## src/swmf_pkg.sv

```systemverilog
// ----------------------------------------------------------------------------
// swmf_pkg
// Shared constants and types for the sliding window median filter.
// ----------------------------------------------------------------------------
package swmf_pkg;

  localparam int WINDOW_MAX  = 64;
  localparam int SAMPLE_BITS = 16;
  localparam int LEN_BITS    = $clog2(WINDOW_MAX + 1);
  localparam int POS_BITS    = $clog2(WINDOW_MAX);

  localparam logic [LEN_BITS-1:0] LEN_RESET = LEN_BITS'(5);
  localparam logic [LEN_BITS-1:0] LEN_MIN   = LEN_BITS'(2);

  // What one sorted-window cell shows its neighbours
  typedef struct packed {
    logic [SAMPLE_BITS-1:0] val;  // held sample
    logic                   lt;   // held sample below the sample leaving
    logic                   le;   // held sample not above the sample arriving
  } cell_link_t;

endpackage

```

## src/swmf_cell.sv

```systemverilog
// ----------------------------------------------------------------------------
// swmf_cell
// One slot of the sorted window: drops the leaving sample and inserts the
// arriving one by looking only at its two neighbours.
// ----------------------------------------------------------------------------
module swmf_cell (
  input  logic                                clk_i,
  input  logic                                en_i,
  input  logic signed [swmf_pkg::SAMPLE_BITS-1:0] old_i,
  input  logic signed [swmf_pkg::SAMPLE_BITS-1:0] new_i,
  input  logic                                rem_i,  // window full, oldest leaves
  input  logic                                vb_i,   // slot valid after removal
  input  swmf_pkg::cell_link_t                left_i,
  input  swmf_pkg::cell_link_t                right_i,
  output swmf_pkg::cell_link_t                link_o
);

  logic signed [swmf_pkg::SAMPLE_BITS-1:0] val_q, val_d;
  logic signed [swmf_pkg::SAMPLE_BITS-1:0] b_self, b_left;
  logic                                    lt_self, le_self;
  logic                                    le_b_self, le_b_left;
  logic                                    shift_self, shift_left;

  assign lt_self = val_q < old_i;
  assign le_self = val_q <= new_i;

  assign link_o.val = val_q;
  assign link_o.lt  = lt_self;
  assign link_o.le  = le_self;

  always_comb begin
    // window after removal: slots from the removed one on take the right value
    shift_self = rem_i && !lt_self;
    shift_left = rem_i && !left_i.lt;
    b_self     = shift_self ? $signed(right_i.val) : val_q;
    le_b_self  = vb_i && (shift_self ? right_i.le : le_self);
    b_left     = shift_left ? val_q : $signed(left_i.val);
    le_b_left  = shift_left ? le_self : left_i.le;
    // insertion: keep, take the new sample, or take the left value
    if (le_b_self) begin
      val_d = b_self;
    end else if (le_b_left) begin
      val_d = new_i;
    end else begin
      val_d = b_left;
    end
  end

  always_ff @(posedge clk_i) begin
    if (en_i) begin
      val_q <= val_d;
    end
  end

endmodule

```

## config.mk

```make
export PLATFORM = sky130hd
export DESIGN_NAME = swmf_cell
export DESIGN_NICKNAME = d
export VERILOG_FILES = /design/src/swmf_pkg.sv /design/src/swmf_cell.sv
export SDC_FILE = /design/constraint.sdc
export NUM_CORES = 1
export LEC_CHECK = 0
export BUFFER_PORTS_ARGS = -buffer_cell sky130_fd_sc_hd__buf_2
export CORE_MARGIN = 2
export CORE_UTILIZATION = 43
export DETAILED_ROUTE_END_ITERATION = 6
export PLACE_DENSITY = 0.86
export SYNTH_ARGS = -nofsm -noshare
export SYNTH_HDL_FRONTEND = slang
export SYNTH_SLANG_ARGS = --single-unit
export TNS_END_PERCENT = 20
```

## constraint.sdc

```tcl
create_clock -name clk_i -period 3.9 [get_ports clk_i]
set_input_delay 0 -clock clk_i [delete_from_list [all_inputs] [get_ports clk_i]]
set_output_delay 0 -clock clk_i [all_outputs]
set_load 0.005 [all_outputs]
```

==> impl_metrics.csv <==
group,metric,value,unit
status,status,"finished, final reports clean",
synthesis,yosys.area.top_type,"edfxtp_1",
clock_tree,ctsLongestPathBuffers,2,
critical_path,cpPeakStageDelay,590,ps
final_layout,n_antenna_cell,0,
clock_tree,post_cts_resized,0,
final_layout,area_delta_synth_final,28.3,%
timing,setup_violations,0,
routing,drt_iter0_drc,30,
pwr,finalPower,0.684,mW
clock_tree,path_clk_slew,70,ps
floorplanning,core_area,4030,um2
clock_tree,htreeDepth,1,
floorplanning,rows,23,
synthesis,syn_inst,176,
global_route,grt_pass1_wl,6340,um
clock_tree,insertion_delay,250,ps
clock_tree,cts_tree,"built",
place,portBuffers,88,
timing,final.period_utilization,0.820,
routing,ant_nets,0,
worst_hold_path,hp-class,"in2reg",
routing,routed_via_density,5.06,
critical_path,path_cells,"ha_1 -> a21o_1 -> a2111o_1 -> o31ai_4 -> a31o_1 -> o211a_1 -> mux2_2",
critical_path,r2r.worst_path.cells,7,
floorplanning,dieArea,4720,um2
place,hpwlAfterDp,3540,um
timing,setup_tns,0,ps
timing,hold_viol_final,0,
final_layout,largest_reg_flops,16,
synthesis,synth-main-ff-cell,"edfxtp_1",
critical_path,arrival,3200,ps
critical_path,setup.worst_path.end_class,"register",
routing,drc,0,
timing,finalClockSkew,2.60,ps
synthesis,syn_area,1800,um2
worst_hold_path,min_from,"right_i[7]",
flow_run,drv_cap,0,
synthesis,yosys_warnings,0,
worst_hold_path,min_to,"val_q[5]$_DFFE_PP_",
global_route,track_usage,0.179,
pwr,leakagePower,1.22,nW
routing,post_drt_wl_per_cell,13.4,um
worst_hold_path,whs_path_depth,2,
final_layout,top_regs,"val_q x16",
floorplanning,dieWidth,68.7,um
timing,fin_crit,3200,ps
timing,fin_ws,703,ps
critical_path,critical_path_class,"reg2reg",
global_route,grt-ovfl-total,0,
global_route,grt_antenna_before_repair,0,
synthesis,synth_area_leaders,"edfxtp_1, ha_1, mux2_2, mux2_4, inv_1",
routing,via_count,1583,
timing,worst_pin_slew,829,ps
critical_path,crit_fanout,16,
clock_tree,cts_setup_buffers,0,
critical_path,r2r_end,"val_q[15]$_DFFE_PP_",
place,place_congestion,0.719,
synthesis,ys_top_cells_by_count,"inv_1, ha_1, mux2_2",
routing,drt-total-wl,4210,um
synthesis,synth_most_common_cell,"inv_1",
place,preCtsSetupSlack,666,ps
routing,dr.pass1.iters,4,
clock_tree,cts_buffers,3,
pwr,powerDensity,296,nW/um2
clock_tree,cts-hold-fix-buffers,0,
timing,rsz0062_at_grt,"false",
synthesis,synth_top_cell_area_share,0.267,
final_layout,nets,367,
floorplanning,io_pins,90,
timing,max_freq,313,MHz
critical_path,cpMaxStageDelayCell,"o211a_1",
critical_path,cp-start-kind,"register",
final_layout,max_flop_register,"val_q",
critical_path,critPathTopFamily,"compound AO/OA/AOI/OAI gates",
critical_path,reg2reg_from,"val_q[13]$_DFFE_PP_",
global_route,grt_pass1_vias,1504,
floorplanning,start_util,0.447,
timing,drv_slew,0,
clock_tree,root_buffer,"clkbuf_8",
synthesis,syn_avg_cell_area,10.2,um2
pwr,irDropWorstVdd,0.137,mV
synthesis,syn_nets,279,
synthesis,ys_seq_elements,16,
synthesis,synth.distinct_cells,31,
timing,slew_headroom,0.435,
critical_path,critPathBufInv,0,
global_route,grt_max_degree,17,
critical_path,reg2reg_slack,700,ps
clock_tree,cts.sinks,16,
synthesis,synth-seq-area-share,0.267,
critical_path,required,3900,ps
floorplanning,die_h,68.7,um
final_layout,drive_gt1_frac,0.479,
synthesis,synth-async-reset-ratio,0,
synthesis,synth-edff-count,16,
==> metal layers <==
metal  track usage  wire length [um]  vias up
li1              -                 -      805
met2         0.338              2170       56
met1         0.210              1740      718
met4        0.0466                27        0
met3        0.0260               270        4
met5             0                 0        -
==> worst max-delay path by stage <==
stage | from | end | slack (ps) | cells past startpoint
after global routing | val_q[13]$_DFFE_PP_ | val_q[15]$_DFFE_PP_ | 560 | 7
after global placement | val_q[13]$_DFFE_PP_ | val_q[12]$_DFFE_PP_ | 740 | 7
after CTS | val_q[13]$_DFFE_PP_ | val_q[8]$_DFFE_PP_ | 670 | 7
final | val_q[13]$_DFFE_PP_ | val_q[15]$_DFFE_PP_ | 700 | 7
after floorplan | val_q[13]$_DFFE_PP_ | val_q[10]$_DFFE_PP_ | 1030 | 9
after detailed placement | val_q[13]$_DFFE_PP_ | val_q[8]$_DFFE_PP_ | 670 | 7
==> through the flow <==
stage | utilization | hold slack [ps] | instances | area [um2]
global placement | 0.562 | 303 | 309 | 2270
detailed placement | 0.562 | 307 | 309 | 2270
CTS | 0.574 | 44.5 | 313 | 2310
finish | 0.574 | 51.1 | 313 | 2310
global route | 0.574 | 45.0 | 313 | 2310
floorplan | - | 221 | 176 | 1800
==> layout make-up <==
class                      instances  area (um2)
fill                             372        1720
multi-input combinational        122        1160
sequential                        16         480
timing repair buffer              88         440
inverter                          33         124
tap                               50        62.6
clock buffer                       3        41.3
clock inverter                     1        3.75
==> placed cells by master, fill, tap and decap left out, drive strengths merged, types with 2 or more instances in the layout <==
master,instances
o21a,2
o21ai,4
nor2b,3
ha,31
nand4,4
mux2i,2
nor2,5
buf,88
clkbuf,3
a21oi,13
mux2,32
nand3,4
nand2,7
edfxtp,16
nor3,3
inv,33
==> where the power goes <==
part,internal (mW),switching (mW),total (mW)
Sequential,0.225,0.0200,0.245
Clock,0.0699,0.0613,0.131
Combinational,0.164,0.143,0.308
==> cells by family (layout without fill, tap and decap cells) <==
group	Yosys count	count (layout)	share of synthesized area
AOI/OAI and AO/OA	29	29	0.113
DFF	16	16	0.267
and+or+nand+nor	28	28	0.0757
muxes	34	34	0.239
buffers and inverters	38	125	0.0903
adders and majority gates	31	31	0.215
Power figures use the tool's default switching activity.
