==> config.mk <==
export PLATFORM = sky130hd
export DESIGN_NAME = swmf_ram
export DESIGN_NICKNAME = d
export VERILOG_FILES = /design/src/swmf_ram.sv
export SDC_FILE = /design/constraint.sdc
export NUM_CORES = 1
export LEC_CHECK = 0
export BUFFER_PORTS_ARGS = -buffer_cell sky130_fd_sc_hd__buf_2
export CAP_MARGIN = 20
export CORE_ASPECT_RATIO = 1.2
export CORE_MARGIN = 4
export CORE_UTILIZATION = 52
export CTS_BUF_LIST = sky130_fd_sc_hd__clkbuf_4
export CTS_CLUSTER_DIAMETER = 80
export DETAILED_ROUTE_END_ITERATION = 12
export PLACE_DENSITY = 0.66
export SLEW_MARGIN = 20
export SYNTH_ARGS = -nofsm -noshare
export SYNTH_HDL_FRONTEND = slang
export SYNTH_SLANG_ARGS = --single-unit
==> constraint.sdc <==
create_clock -name clk_i -period 5.6 [get_ports clk_i]
set_clock_uncertainty 0.1 [all_clocks]
set_input_delay 1.12 -clock clk_i [delete_from_list [all_inputs] [get_ports clk_i]]
set_output_delay 1.12 -clock clk_i [all_outputs]
set_load 0.1 [all_outputs]
==> src/swmf_ram.sv <==
// ----------------------------------------------------------------------------
// swmf_ram
// Simple dual-port RAM, one write and one registered read per cycle.
// ----------------------------------------------------------------------------
module swmf_ram #(
  parameter int WIDTH = 16,
  parameter int DEPTH = 64
) (
  input  logic                     clk_i,
  input  logic                     we_i,
  input  logic [$clog2(DEPTH)-1:0] waddr_i,
  input  logic [WIDTH-1:0]         wdata_i,
  input  logic                     re_i,
  input  logic [$clog2(DEPTH)-1:0] raddr_i,
  output logic [WIDTH-1:0]         rdata_o
);

  logic [WIDTH-1:0] mem_q [DEPTH];
  logic [WIDTH-1:0] rdata_q;

  always_ff @(posedge clk_i) begin
    if (we_i) begin
      mem_q[waddr_i] <= wdata_i;
    end
    if (re_i) begin
      rdata_q <= mem_q[raddr_i];
    end
  end

  assign rdata_o = rdata_q;

endmodule

==> metrics, run 1 <==
result of the run=finished, final reports clean; Clock Power Share=37.7%; Post-layout nets=about 2.1k; count of non-filler cells in the finished layout=3309; maximum number of pins on one net before global-route repair=93; number of instances in the synthesized netlist=roughly 1.8k; post-synthesis average cell area=~22 sq um; overall fraction of global-route tracks in use=23.7%; endpoints failing setup=0; maximum fanout count along the critical path=73; timing startpoint of the critical path=raddr_i[0]; relative max-transition margin=27.6%; clock transition time at the flip-flop clock pins of the worst setup and hold paths=about 0.070 ns; Initial DRT Pass Iterations=6; clock sink count=between 1k and 1.5k; setup TNS after final layout=0 ns; critical register-to-register path startpoint=mem_q[11][1]; Port Buffers=46; H-tree lvl count=4; critical path arrival=roughly 4.0 ns; buffer depth of the longest clock path=3; number of vias after detailed routing=20.0k; switching power share of the total=22.6%; remaining global-route overflow=0; share of flip-flops with an asynchronous set or reset=0%; Die Outline Area=~82000 sq um; residual antenna-violating net count after detailed routing=0; Total Power Consumption=roughly 15 mW; signed area change from the synthesized netlist to the final layout=11.4%; Crit Path Class=input pin to register; placement row count=approximately 110; CTS root buffer=sky130_fd_sc_hd__clkbuf_4; min-delay worst type=input pin to register; core area=about 77000 sq um; wire length per cell after detailed routing=about 29 um; maximum operating frequency=about 0.30 GHz; DR vias/cell=about 6.0; Critical Path Start Type=input pin; PostCTS Resize Cnt=0; unrepaired setup endpoints after global routing=false; CP Cell Sequence=buf_8 > buf_12 > mux4_2 > mux2i_1 > nand3_1 > a31oi_1 > a311oi_1; family of cells with the greatest summed delay on the critical path=buffers and inverters; Worst Reg2Reg Path Length in Cells=5; slew of the pin with the lowest slew margin=1.09 ns; Post-Syn Area=40200 sq um; Synthesized Nets=about 1.9k; total of hold buffers inserted after clock tree synthesis=0; number of antenna violations at the first check in global routing=6; TritonCTS clock tree=yes; detailed-route wire length=between 90 and 100 mm; clock latency at the later pin of the worst-skew pair=between 1 and 1.5 ns; setup repair bufs after CTS=0; Worst R2R End=rdata_o[1]; number of top-level design ports=47; Chip Height=~310 um; register area share after synthesis=between 70% and 80%; number of max-capacitance violations reported=0; DRC errors left=0; most instantiated flip-flop cell in the synthesis netlist=sky130_fd_sc_hd__edfxtp_1; share of power burned in registers=a little under three fifths; minimum setup slack among reg-to-reg paths=~3.1 ns; Hold Path Sink=mem_q[60][15]; Internal Power=about 12 mW; starting density of the core=~53%; leakage power=roughly 14 nW; final weighted congestion in routability-driven placement=roughly 0.84; Final Critical Period=roughly 3.3 ns; period utilization=around three fifths; proportion of power drawn by combinational gates=between 5 and 6%; clock buffers created by TritonCTS=237; layout cells sized above 1=around 33%; number of global-route vias before repair=20.5k; pre-CTS WS=roughly 1.2 ns; beginning of the worst hold path=wdata_i[15]; cell type of the slowest stage on the worst timing path=sky130_fd_sc_hd__buf_8; Final Hold Violating Endpoints=0; Final WS setup=around 2.3 ns; Detailed Route Iter0 Violations=approximately 2.3k; power per cell area=roughly 340 nW/um^2; detailed-placement wirelength estimate=between 50 and 60 mm; number of placed instances with taps included=between 2k and 3k; stage delay of the slowest cell on the critical path=between 0.6 and 0.7 ns; number of enable-type register cells in the synthesized netlist=about 1.0k; first-pass GRT wire length=between 100 and 150 mm; Critical Path Sink Type=register; net switching power figure=~3.4 mW; Worst Path Buf+Inv=2; number of max-slew violations in the final report=0; final cell area excluding filler cells=44800 sq um; Critical Path RT=around 6.3 ns; number of warning messages in the yosys log=0; flops & latches, synth=1040; Synth cell types=42; cell depth of the worst min-delay path=1; placement-stage cell area=between 40000 and 50000 sq um; maximum vdd ir drop=between 0.15 and 0.2 mV; logic depth of the worst path, buffers included=7; Die X-Extent=approximately 260 um
[registers in the layout, indices dropped and copies added, names as in the netlist]
signal	count
mem_q	1024
rdata_o	16
[layout make-up]
cell class / instances / area (sq um)
multi-input cells: 685 / 8280
clock buffers: 333 / 2500
flip-flops and latches: 1040 / 31200
well taps: 1017 / 1270
fillers: 5542 / 31700
diodes: 7 / 17.5
clock inverters: 89 / 483
repair buffers: 138 / 1020
[cell families after synthesis]
kind of cell,Yosys count,synth area share [%]
AOI/OAI and AO/OA,129,2.40
DFF,1040,77.7
and+or+nand+nor,220,2.64
muxes,336,15.5
buffers and inverters,104,1.82
[cells in the final DEF, fill, tap and decap left out, drive strengths merged, types with 8 or more instances in the layout]
cell type  instances
buf              137
clkinv            76
mux4             224
nand2             60
a211o              8
mux2              27
mux2i             85
nand4             12
nand3             24
clkbuf           334
a211oi             8
edfxtp          1040
a221oi            16
a22oi             39
a21oi             17
nor2b             30
a31oi              8
a311oi             8
nor2              74
o21ai              8
[stage by stage]
step / utilization [%] / hold slack, ns
4_1_cts: 58.5 / 0.105
3_3_place_gp: 54.6 / 0.848
3_5_place_dp: 54.6 / 0.859
6_report: 58.5 / 0.229
5_1_grt: 58.5 / 0.151
2_1_floorplan: - / 0.728
[cell usage after synthesis, types with 4 or more instances]
master                     count  area [sq um]
sky130_fd_sc_hd__a211o_1       8          70.1
sky130_fd_sc_hd__a211oi_1      8          60.1
sky130_fd_sc_hd__a21oi_1      17          85.1
sky130_fd_sc_hd__a221o_1       6          60.1
sky130_fd_sc_hd__a221oi_1     16           140
sky130_fd_sc_hd__a22o_1        6          52.6
sky130_fd_sc_hd__a22oi_1      39           293
sky130_fd_sc_hd__a311oi_1      8          70.1
sky130_fd_sc_hd__a31oi_1       8          50.1
sky130_fd_sc_hd__a41oi_1       5          43.8
sky130_fd_sc_hd__and4_1        5          43.8
sky130_fd_sc_hd__buf_12        5           100
sky130_fd_sc_hd__buf_2        36           180
sky130_fd_sc_hd__buf_4        13          97.6
sky130_fd_sc_hd__buf_6        17           191
sky130_fd_sc_hd__clkbuf_1     24          90.1
sky130_fd_sc_hd__edfxtp_1   1040         31200
sky130_fd_sc_hd__mux2_2       27           304
sky130_fd_sc_hd__mux2i_1      85           851
sky130_fd_sc_hd__mux4_1        4           105
sky130_fd_sc_hd__mux4_2      220          4950
sky130_fd_sc_hd__nand2_1      59           221
sky130_fd_sc_hd__nand3_1      24           120
sky130_fd_sc_hd__nand4_1      12          75.1
sky130_fd_sc_hd__nor2_1       72           270
sky130_fd_sc_hd__nor2b_1      30           188
sky130_fd_sc_hd__o21ai_0       5          25.0
[power groups by stage]
stage	sequential, mW	combinational, mW	clock [mW]
5_1_grt	8.65	0.904	6.38
3_3_place_gp	8.82	0.852	0
6_report	8.66	0.859	5.77
3_5_place_dp	8.83	0.864	0
2_1_floorplan	8.89	0.446	0
4_1_cts	8.65	0.866	5.91
[per-layer routing]
| layer | routed length [um] | up-vias | global-route usage [%] |
|---|---|---|---|
| li1 | - | 8419 | - |
| met1 | 36100 | 10400 | 32.6 |
| met2 | 47300 | 992 | 37.7 |
| met3 | 8360 | 141 | 5.39 |
| met4 | 2910 | 0 | 8.37 |
| met5 | 0 | - | 0 |
[worst max-delay path by stage]
stage,to
3_3_place_gp,rdata_o[12]
5_1_grt,rdata_o[12]
6_report,rdata_o[1]
4_1_cts,rdata_o[12]
3_5_place_dp,rdata_o[12]
2_1_floorplan,mem_q[48][0]
Power figures use the tool's default switching activity.
==> inputs of run 2 (changes only) <==
Clock period 5.6 ns to 3.2 ns, I/O delays scaled along.
==> run 2 against run 1 <==
Effect of this change:
- critical path depth is 6 lower
- via count is 1.1% higher
- first-iteration DRC count is 17% lower
- largest power group unchanged
==> metrics, run 2 (synthesis results as in run 1) <==
result of the run=finished, final reports clean; number of top-level design ports=47; fin util=between 50% and 60%; buffer depth of the longest clock path=3; relative max-transition margin=between 30% and 40%; Crit Path Class=register to primary output; number of antenna violations at the first check in global routing=7; unrepaired setup endpoints after global routing=false; DR vias/cell=slightly below 6; endpoints failing setup=0; H-tree lvl count=4; number of max-slew violations in the final report=0; number of vias after detailed routing=20.2k; signed area change from the synthesized netlist to the final layout=13.8%; number of placed instances with taps included=approximately 3.0k; TritonCTS clock tree=yes; most common library cell in the layout ignoring fill and taps=sky130_fd_sc_hd__edfxtp_1; layout cells sized above 1=a little over a third; CTS root buffer=sky130_fd_sc_hd__clkbuf_4; maximum operating frequency=about 0.37 GHz; residual antenna-violating net count after detailed routing=0; power per cell area=slightly below 600 nW/um^2; cell depth of the worst min-delay path=4; clock latency at the later pin of the worst-skew pair=1.09 ns; Critical Path Sink Type=primary output; beginning of the worst hold path=waddr_i[2]; logic depth of the worst path, buffers included=1; first-pass GRT wire length=about 140 mm; remaining global-route overflow=0; final cell area excluding filler cells=around 46000 sq um; detailed-route wire length=94.9 mm; clock transition time at the flip-flop clock pins of the worst setup and hold paths=0.07 ns; DRC errors left=0; min-delay worst type=input pin to register; top library cells by usage in the layout, fill and taps aside=sky130_fd_sc_hd__edfxtp_1, sky130_fd_sc_hd__clkbuf_4, sky130_fd_sc_hd__mux4_2; slew of the pin with the lowest slew margin=approximately 1 ns; Post-layout nets=between 2k and 2.5k; family of cells with the greatest summed delay on the critical path=buffers and inverters; leakage power=roughly 15 nW; CP Cell Sequence=buf_2; Initial DRT Pass Iterations=5; register with the most flip-flops=mem_q; Die X-Extent=around 260 um; stage delay of the slowest cell on the critical path=between 0.4 and 0.5 ns; cell type of the slowest stage on the worst timing path=sky130_fd_sc_hd__buf_2; Detailed Route Iter0 Violations=about 1.9k; clock sink count=approximately 1.0k; starting density of the core=roughly 53%; maximum number of pins on one net before global-route repair=between 60 and 70; period utilization=between 80% and 90%; clock buffers created by TritonCTS=232; placement-stage cell area=approximately 43000 sq um; Critical Path Start Type=register; final weighted congestion in routability-driven placement=~0.82; placement row count=111; Largest register FFs=between 1k and 1.5k; Critical Path RT=2.46 ns; critical path arrival=approximately 2.0 ns; wire length per cell after detailed routing=27.8 um; Chip Height=about 310 um; Worst Reg2Reg Path Length in Cells=5; maximum fanout count along the critical path=1; number of global-route vias before repair=approximately 21k; Worst Path Buf+Inv=1; Die Outline Area=~82000 sq um; overall fraction of global-route tracks in use=23.9%; Port Buffers=between 40 and 50; Final Hold Violating Endpoints=0; maximum vdd ir drop=about 0.33 mV; count of filler cells inserted in the layout=roughly 5.5k; critical register-to-register path startpoint=mem_q[15][5]; timing startpoint of the critical path=rdata_o[1]; Final Critical Period=roughly 2.7 ns; detailed-placement wirelength estimate=about 58 mm; Final Hold Slack=0.135 ns; core area=between 70000 and 80000 sq um; count of non-filler cells in the finished layout=3418; number of max-capacitance violations reported=0
==> run 2: changes by cell type in the layout (fill, tap and decap cells not counted) <==
cell | previous run | this run
sky130_fd_sc_hd__buf_4 | 85 | 181
sky130_fd_sc_hd__clkinv_1 | 64 | 57
sky130_fd_sc_hd__buf_6 | 2 | 1
sky130_fd_sc_hd__clkinvlp_4 | 4 | 2
sky130_fd_sc_hd__buf_12 | 6 | 15
sky130_fd_sc_hd__dlygate4sd3_1 | 0 | 9
sky130_fd_sc_hd__diode_2 | 7 | 6
sky130_fd_sc_hd__clkinv_4 | 1 | 3
sky130_fd_sc_hd__clkinv_2 | 11 | 10
sky130_fd_sc_hd__nor2_2 | 12 | 3
sky130_fd_sc_hd__clkbuf_4 | 333 | 337
sky130_fd_sc_hd__inv_6 | 2 | 3
sky130_fd_sc_hd__nor2_1 | 62 | 71
==> run 2: worst min-delay path: cells and delay by family <==
family,cells,cell delay (ns)
buf+inv,2,0.34
simple gates,2,0.16
==> run 2: worst paths after layout <==
check	end	slack, ns
worst min-delay path	mem_q[54][13]	0.14
worst min register to register	rdata_o[10]	0.85
worst max register to register	rdata_o[5]	0.94
worst max-delay path	rdata_o[1]	0.50
==> run 2: power by group <==
group          total (mW)  leakage, nW  switching (mW)  internal (mW)
clock                10.1         1.77            4.95           5.17
sequential           15.1         9.37          0.0328           15.1
combinational        1.63         3.88            1.05          0.578
==> run 2: per-layer routing <==
metal,global-route usage (%),share of wire (%)
met1,31.4,38
met4,9.41,3.4
met3,5.38,7.7
met2,39.2,51
met5,0,0.014
==> run 2: layout make-up <==
class	count	area, sq um	share of cell area [%]
antenna	6	15.0	0.0328
clock buffer	337	2530	5.53
clock inverter	82	463	1.01
multi-input combinational	685	8250	18.0
sequential	1040	31200	68.2
tap	1017	1270	2.78
timing repair buffer	251	2000	4.38
==> run 2: what timing repair did <==
action / CTS / global route
gates resized for setup: 0 / 0
setup buffers: 0 / 0
endpoints found under the hold margin: 219 / 0
hold buffers: 9 / 0
==> run 2: per-stage QoR <==
step / power, mW / TNS, ns / worst slack, ns
2_1_floorplan: 16.3 / 0 / 0.425
3_3_place_gp: 17.0 / -0.355 / -0.157
3_5_place_dp: 17.1 / -0.367 / -0.144
4_1_cts: 27.2 / 0 / 0.370
5_1_grt: 28.0 / 0 / 0.414
6_report: 26.9 / 0 / 0.503
==> inputs of run 3 (changes only) <==
Settings changed: ABC_AREA from default to 1.
Clock period 3.2 ns to 2.6 ns, I/O delays scaled along.
==> run 3 against run 2 <==
Effect of this change:
- the flow now finishes with violations (setup timing)
- global-route usage is 2.9 points higher
- critical path depth unchanged
- hold slack better by 0.053 ns
- worst setup slack got worse by 0.53 ns
- flip-flop and latch count unchanged
- core utilization shrank 0.062 points
- count of clock-buffer cells in the layout rose by 15
- die area up 5.0%
- critical endpoint is now rdata_o[9]
- combinational power is 60% higher
- register-to-register slack got worse by 0.46 ns
- sequential share of layout area decreased by 3.4 points
- design area increased by 5.2%
==> metrics, run 3 <==
minimum setup slack among reg-to-reg paths=about 0.48 ns; Worst Path Buf+Inv=1; number of instances in the synthesized netlist=about 3.5k; Die Outline Area=85900 sq um; buffer depth of the longest clock path=3; maximum number of pins on one net before global-route repair=108; leakage power=17.8 nW; fin util=about three fifths; number of max-capacitance violations reported=0; Detailed Route Iter0 Violations=between 3k and 4k; number of enable-type register cells in the synthesized netlist=1040; Final Critical Period=between 2 and 3 ns; endpoints failing setup=1; Port Buffers=46; Final WS setup=-0.0228 ns; remaining global-route overflow=0; Critical Path RT=a little under 2 ns; maximum operating frequency=~0.38 GHz; post-synthesis average cell area=around 12 sq um; sequential cell area=31200 sq um; violated checks=setup timing; most common library cell in the layout ignoring fill and taps=sky130_fd_sc_hd__nand2_1; portion of synthesized cell area occupied by the leading cell type=about three quarters; final weighted congestion in routability-driven placement=approximately 0.93; H-tree lvl count=4; register area share after synthesis=73.9%; setup repair bufs after CTS=0; power per cell area=about 700 nW/um^2; multi-input gate area in the final layout=9590 sq um; top library cells by usage in the layout, fill and taps aside=sky130_fd_sc_hd__nand2_1, sky130_fd_sc_hd__edfxtp_1, sky130_fd_sc_hd__nand3_1; DR vias/cell=~5.7; clock transition time at the flip-flop clock pins of the worst setup and hold paths=roughly 0.08 ns; clock sink count=~1.0k; first-pass GRT wire length=around 170 mm; most common cell in the synthesized netlist=sky130_fd_sc_hd__nand2_1; period utilization=101%; Crit Path Class=register to primary output; setup TNS after final layout=-0.0228 ns; clock buffers created by TritonCTS=between 200 and 250; number of global-route vias before repair=27.7k; Critical Path Start Type=register; count of filler cells inserted in the layout=~6.4k; relative max-transition margin=roughly 50%; share of flip-flops with an asynchronous set or reset=0%; CP Cell Sequence=buf_12; number of antenna violations at the first check in global routing=5; flops & latches, synth=1040; Synthesized Nets=~3.5k; result of the run=finished, violations left; placement row count=between 100 and 150; wire length per cell after detailed routing=about 23 um; number of max-slew violations in the final report=0; residual antenna-violating net count after detailed routing=0; most instantiated flip-flop cell in the synthesis netlist=sky130_fd_sc_hd__edfxtp_1; min-delay worst type=input pin to register; Largest register FFs=roughly 1.0k; layout cells sized above 1=between 10% and 20%; dominant cells by area after synthesis=sky130_fd_sc_hd__edfxtp_1, sky130_fd_sc_hd__nand2_1, sky130_fd_sc_hd__nand3_1; top cells by instance count after synthesis=sky130_fd_sc_hd__nand2_1, sky130_fd_sc_hd__edfxtp_1, sky130_fd_sc_hd__nand3_1; DRC errors left=0; Critical Path Sink Type=primary output; CTS root buffer=sky130_fd_sc_hd__clkbuf_4; slew of the pin with the lowest slew margin=around 0.76 ns; maximum vdd ir drop=just under 0.4 mV; starting density of the core=~52%; Post-layout nets=around 3.8k; number of warning messages in the yosys log=0; detailed-placement wirelength estimate=just under 70 mm; Post-Syn Area=between 40000 and 50000 sq um; signed area change from the synthesized netlist to the final layout=13.9%; number of top-level design ports=47; maximum fanout count along the critical path=1; Synth cell types=15; Die X-Extent=roughly 270 um; overall fraction of global-route tracks in use=a little over a quarter; core area=about 81000 sq um; critical path arrival=2.00 ns; largest area contributor in the netlist=sky130_fd_sc_hd__edfxtp_1; stage delay of the slowest cell on the critical path=about 0.64 ns; clock latency at the later pin of the worst-skew pair=between 1 and 1.5 ns; Initial DRT Pass Iterations=8; Chip Height=320 um; family of cells with the greatest summed delay on the critical path=flip-flops; number of vias after detailed routing=between 20k and 30k; Final Hold Violating Endpoints=0; pre-CTS WS=around 0.13 ns; cell type of the slowest stage on the worst timing path=sky130_fd_sc_hd__edfxtp_1; register with the most flip-flops=mem_q; unrepaired setup endpoints after global routing=true; TritonCTS clock tree=yes; detailed-route wire length=between 100 and 150 mm
-- run 3: path summary, 6_finish.rpt --
kind	cells past startpoint	endpoint	startpoint
worst max register to register	9	rdata_o[5]	mem_q[45][5]
worst min register to register	8	rdata_o[8]	mem_q[24][8]
worst min-delay path	4	mem_q[57][12]	waddr_i[4]
worst max-delay path	1	rdata_o[9]	rdata_o[9]
-- run 3: final cells by class --
class | count | share of cell area, %
Multi-Input combinational cell | 2240 | 19.9
Sequential cell | 1040 | 64.9
Tap cell | 1044 | 2.71
Timing Repair Buffer | 284 | 6.03
Inverter | 12 | 0.148
Clock inverter | 83 | 0.842
Clock buffer | 352 | 5.49
Antenna cell | 1 | 0.00520
-- run 3: metal layers --
layer	vias to the layer above	global-route usage [%]	share of wire, %
met3	223	5.56	8.7
met1	14000	35.1	38
li1	13200	-	-
met2	1342	44.2	49
met4	2	10.5	3.4
met5	-	0	0.0070
-- run 3: repair_timing --
| action | CTS | global route |
|---|---|---|
| hold endpoints to repair | 1005 | 0 |
| cloned | 0 | 0 |
| endpoints found under the setup margin | 16 | 1 |
| gates resized for setup | 20 | 0 |
| hold buffers | 27 | 0 |
-- run 3: worst register-to-register path, stage by stage, from the launching register on --
cell and delay (ns):
sky130_fd_sc_hd__edfxtp_1 0.37, sky130_fd_sc_hd__nand2_1 0.08, sky130_fd_sc_hd__nand3_1 0.08, sky130_fd_sc_hd__nand3_1 0.16
sky130_fd_sc_hd__nand2_1 0.07, sky130_fd_sc_hd__nand2_1 0.06, sky130_fd_sc_hd__nand3_1 0.21, sky130_fd_sc_hd__nand3_1 0.13
sky130_fd_sc_hd__dlygate4sd3_1 0.55, sky130_fd_sc_hd__nand2_1 0.05
-- run 3: through the flow --
step	std cells	power (mW)	area (sq um)	hold slack [ns]
2_1_floorplan	3517	20.4	42300	0.519
3_3_place_gp	4593	21.5	44800	0.764
3_5_place_dp	4593	21.5	44800	0.763
4_1_cts	5055	34.1	48100	0.0249
5_1_grt	5056	35.2	48100	0.140
6_report	5056	33.9	48100	0.188
-- run 3: cell families (layout without fill, tap and decap cells) --
group | Yosys count | count (layout) | share of synthesized area [%]
buf+inv | 237 | 731 | 3.52
flops | 1040 | 1040 | 73.9
other cells | 0 | 1 | 0
simple gates | 2240 | 2240 | 22.6
-- run 3: report_power, final --
group	leakage (nW)	internal [mW]	switching, mW	total, mW
logic	6.66	0.714	1.89	2.60
registers	9.37	18.6	0.0465	18.6
clock network	1.81	6.33	6.32	12.6
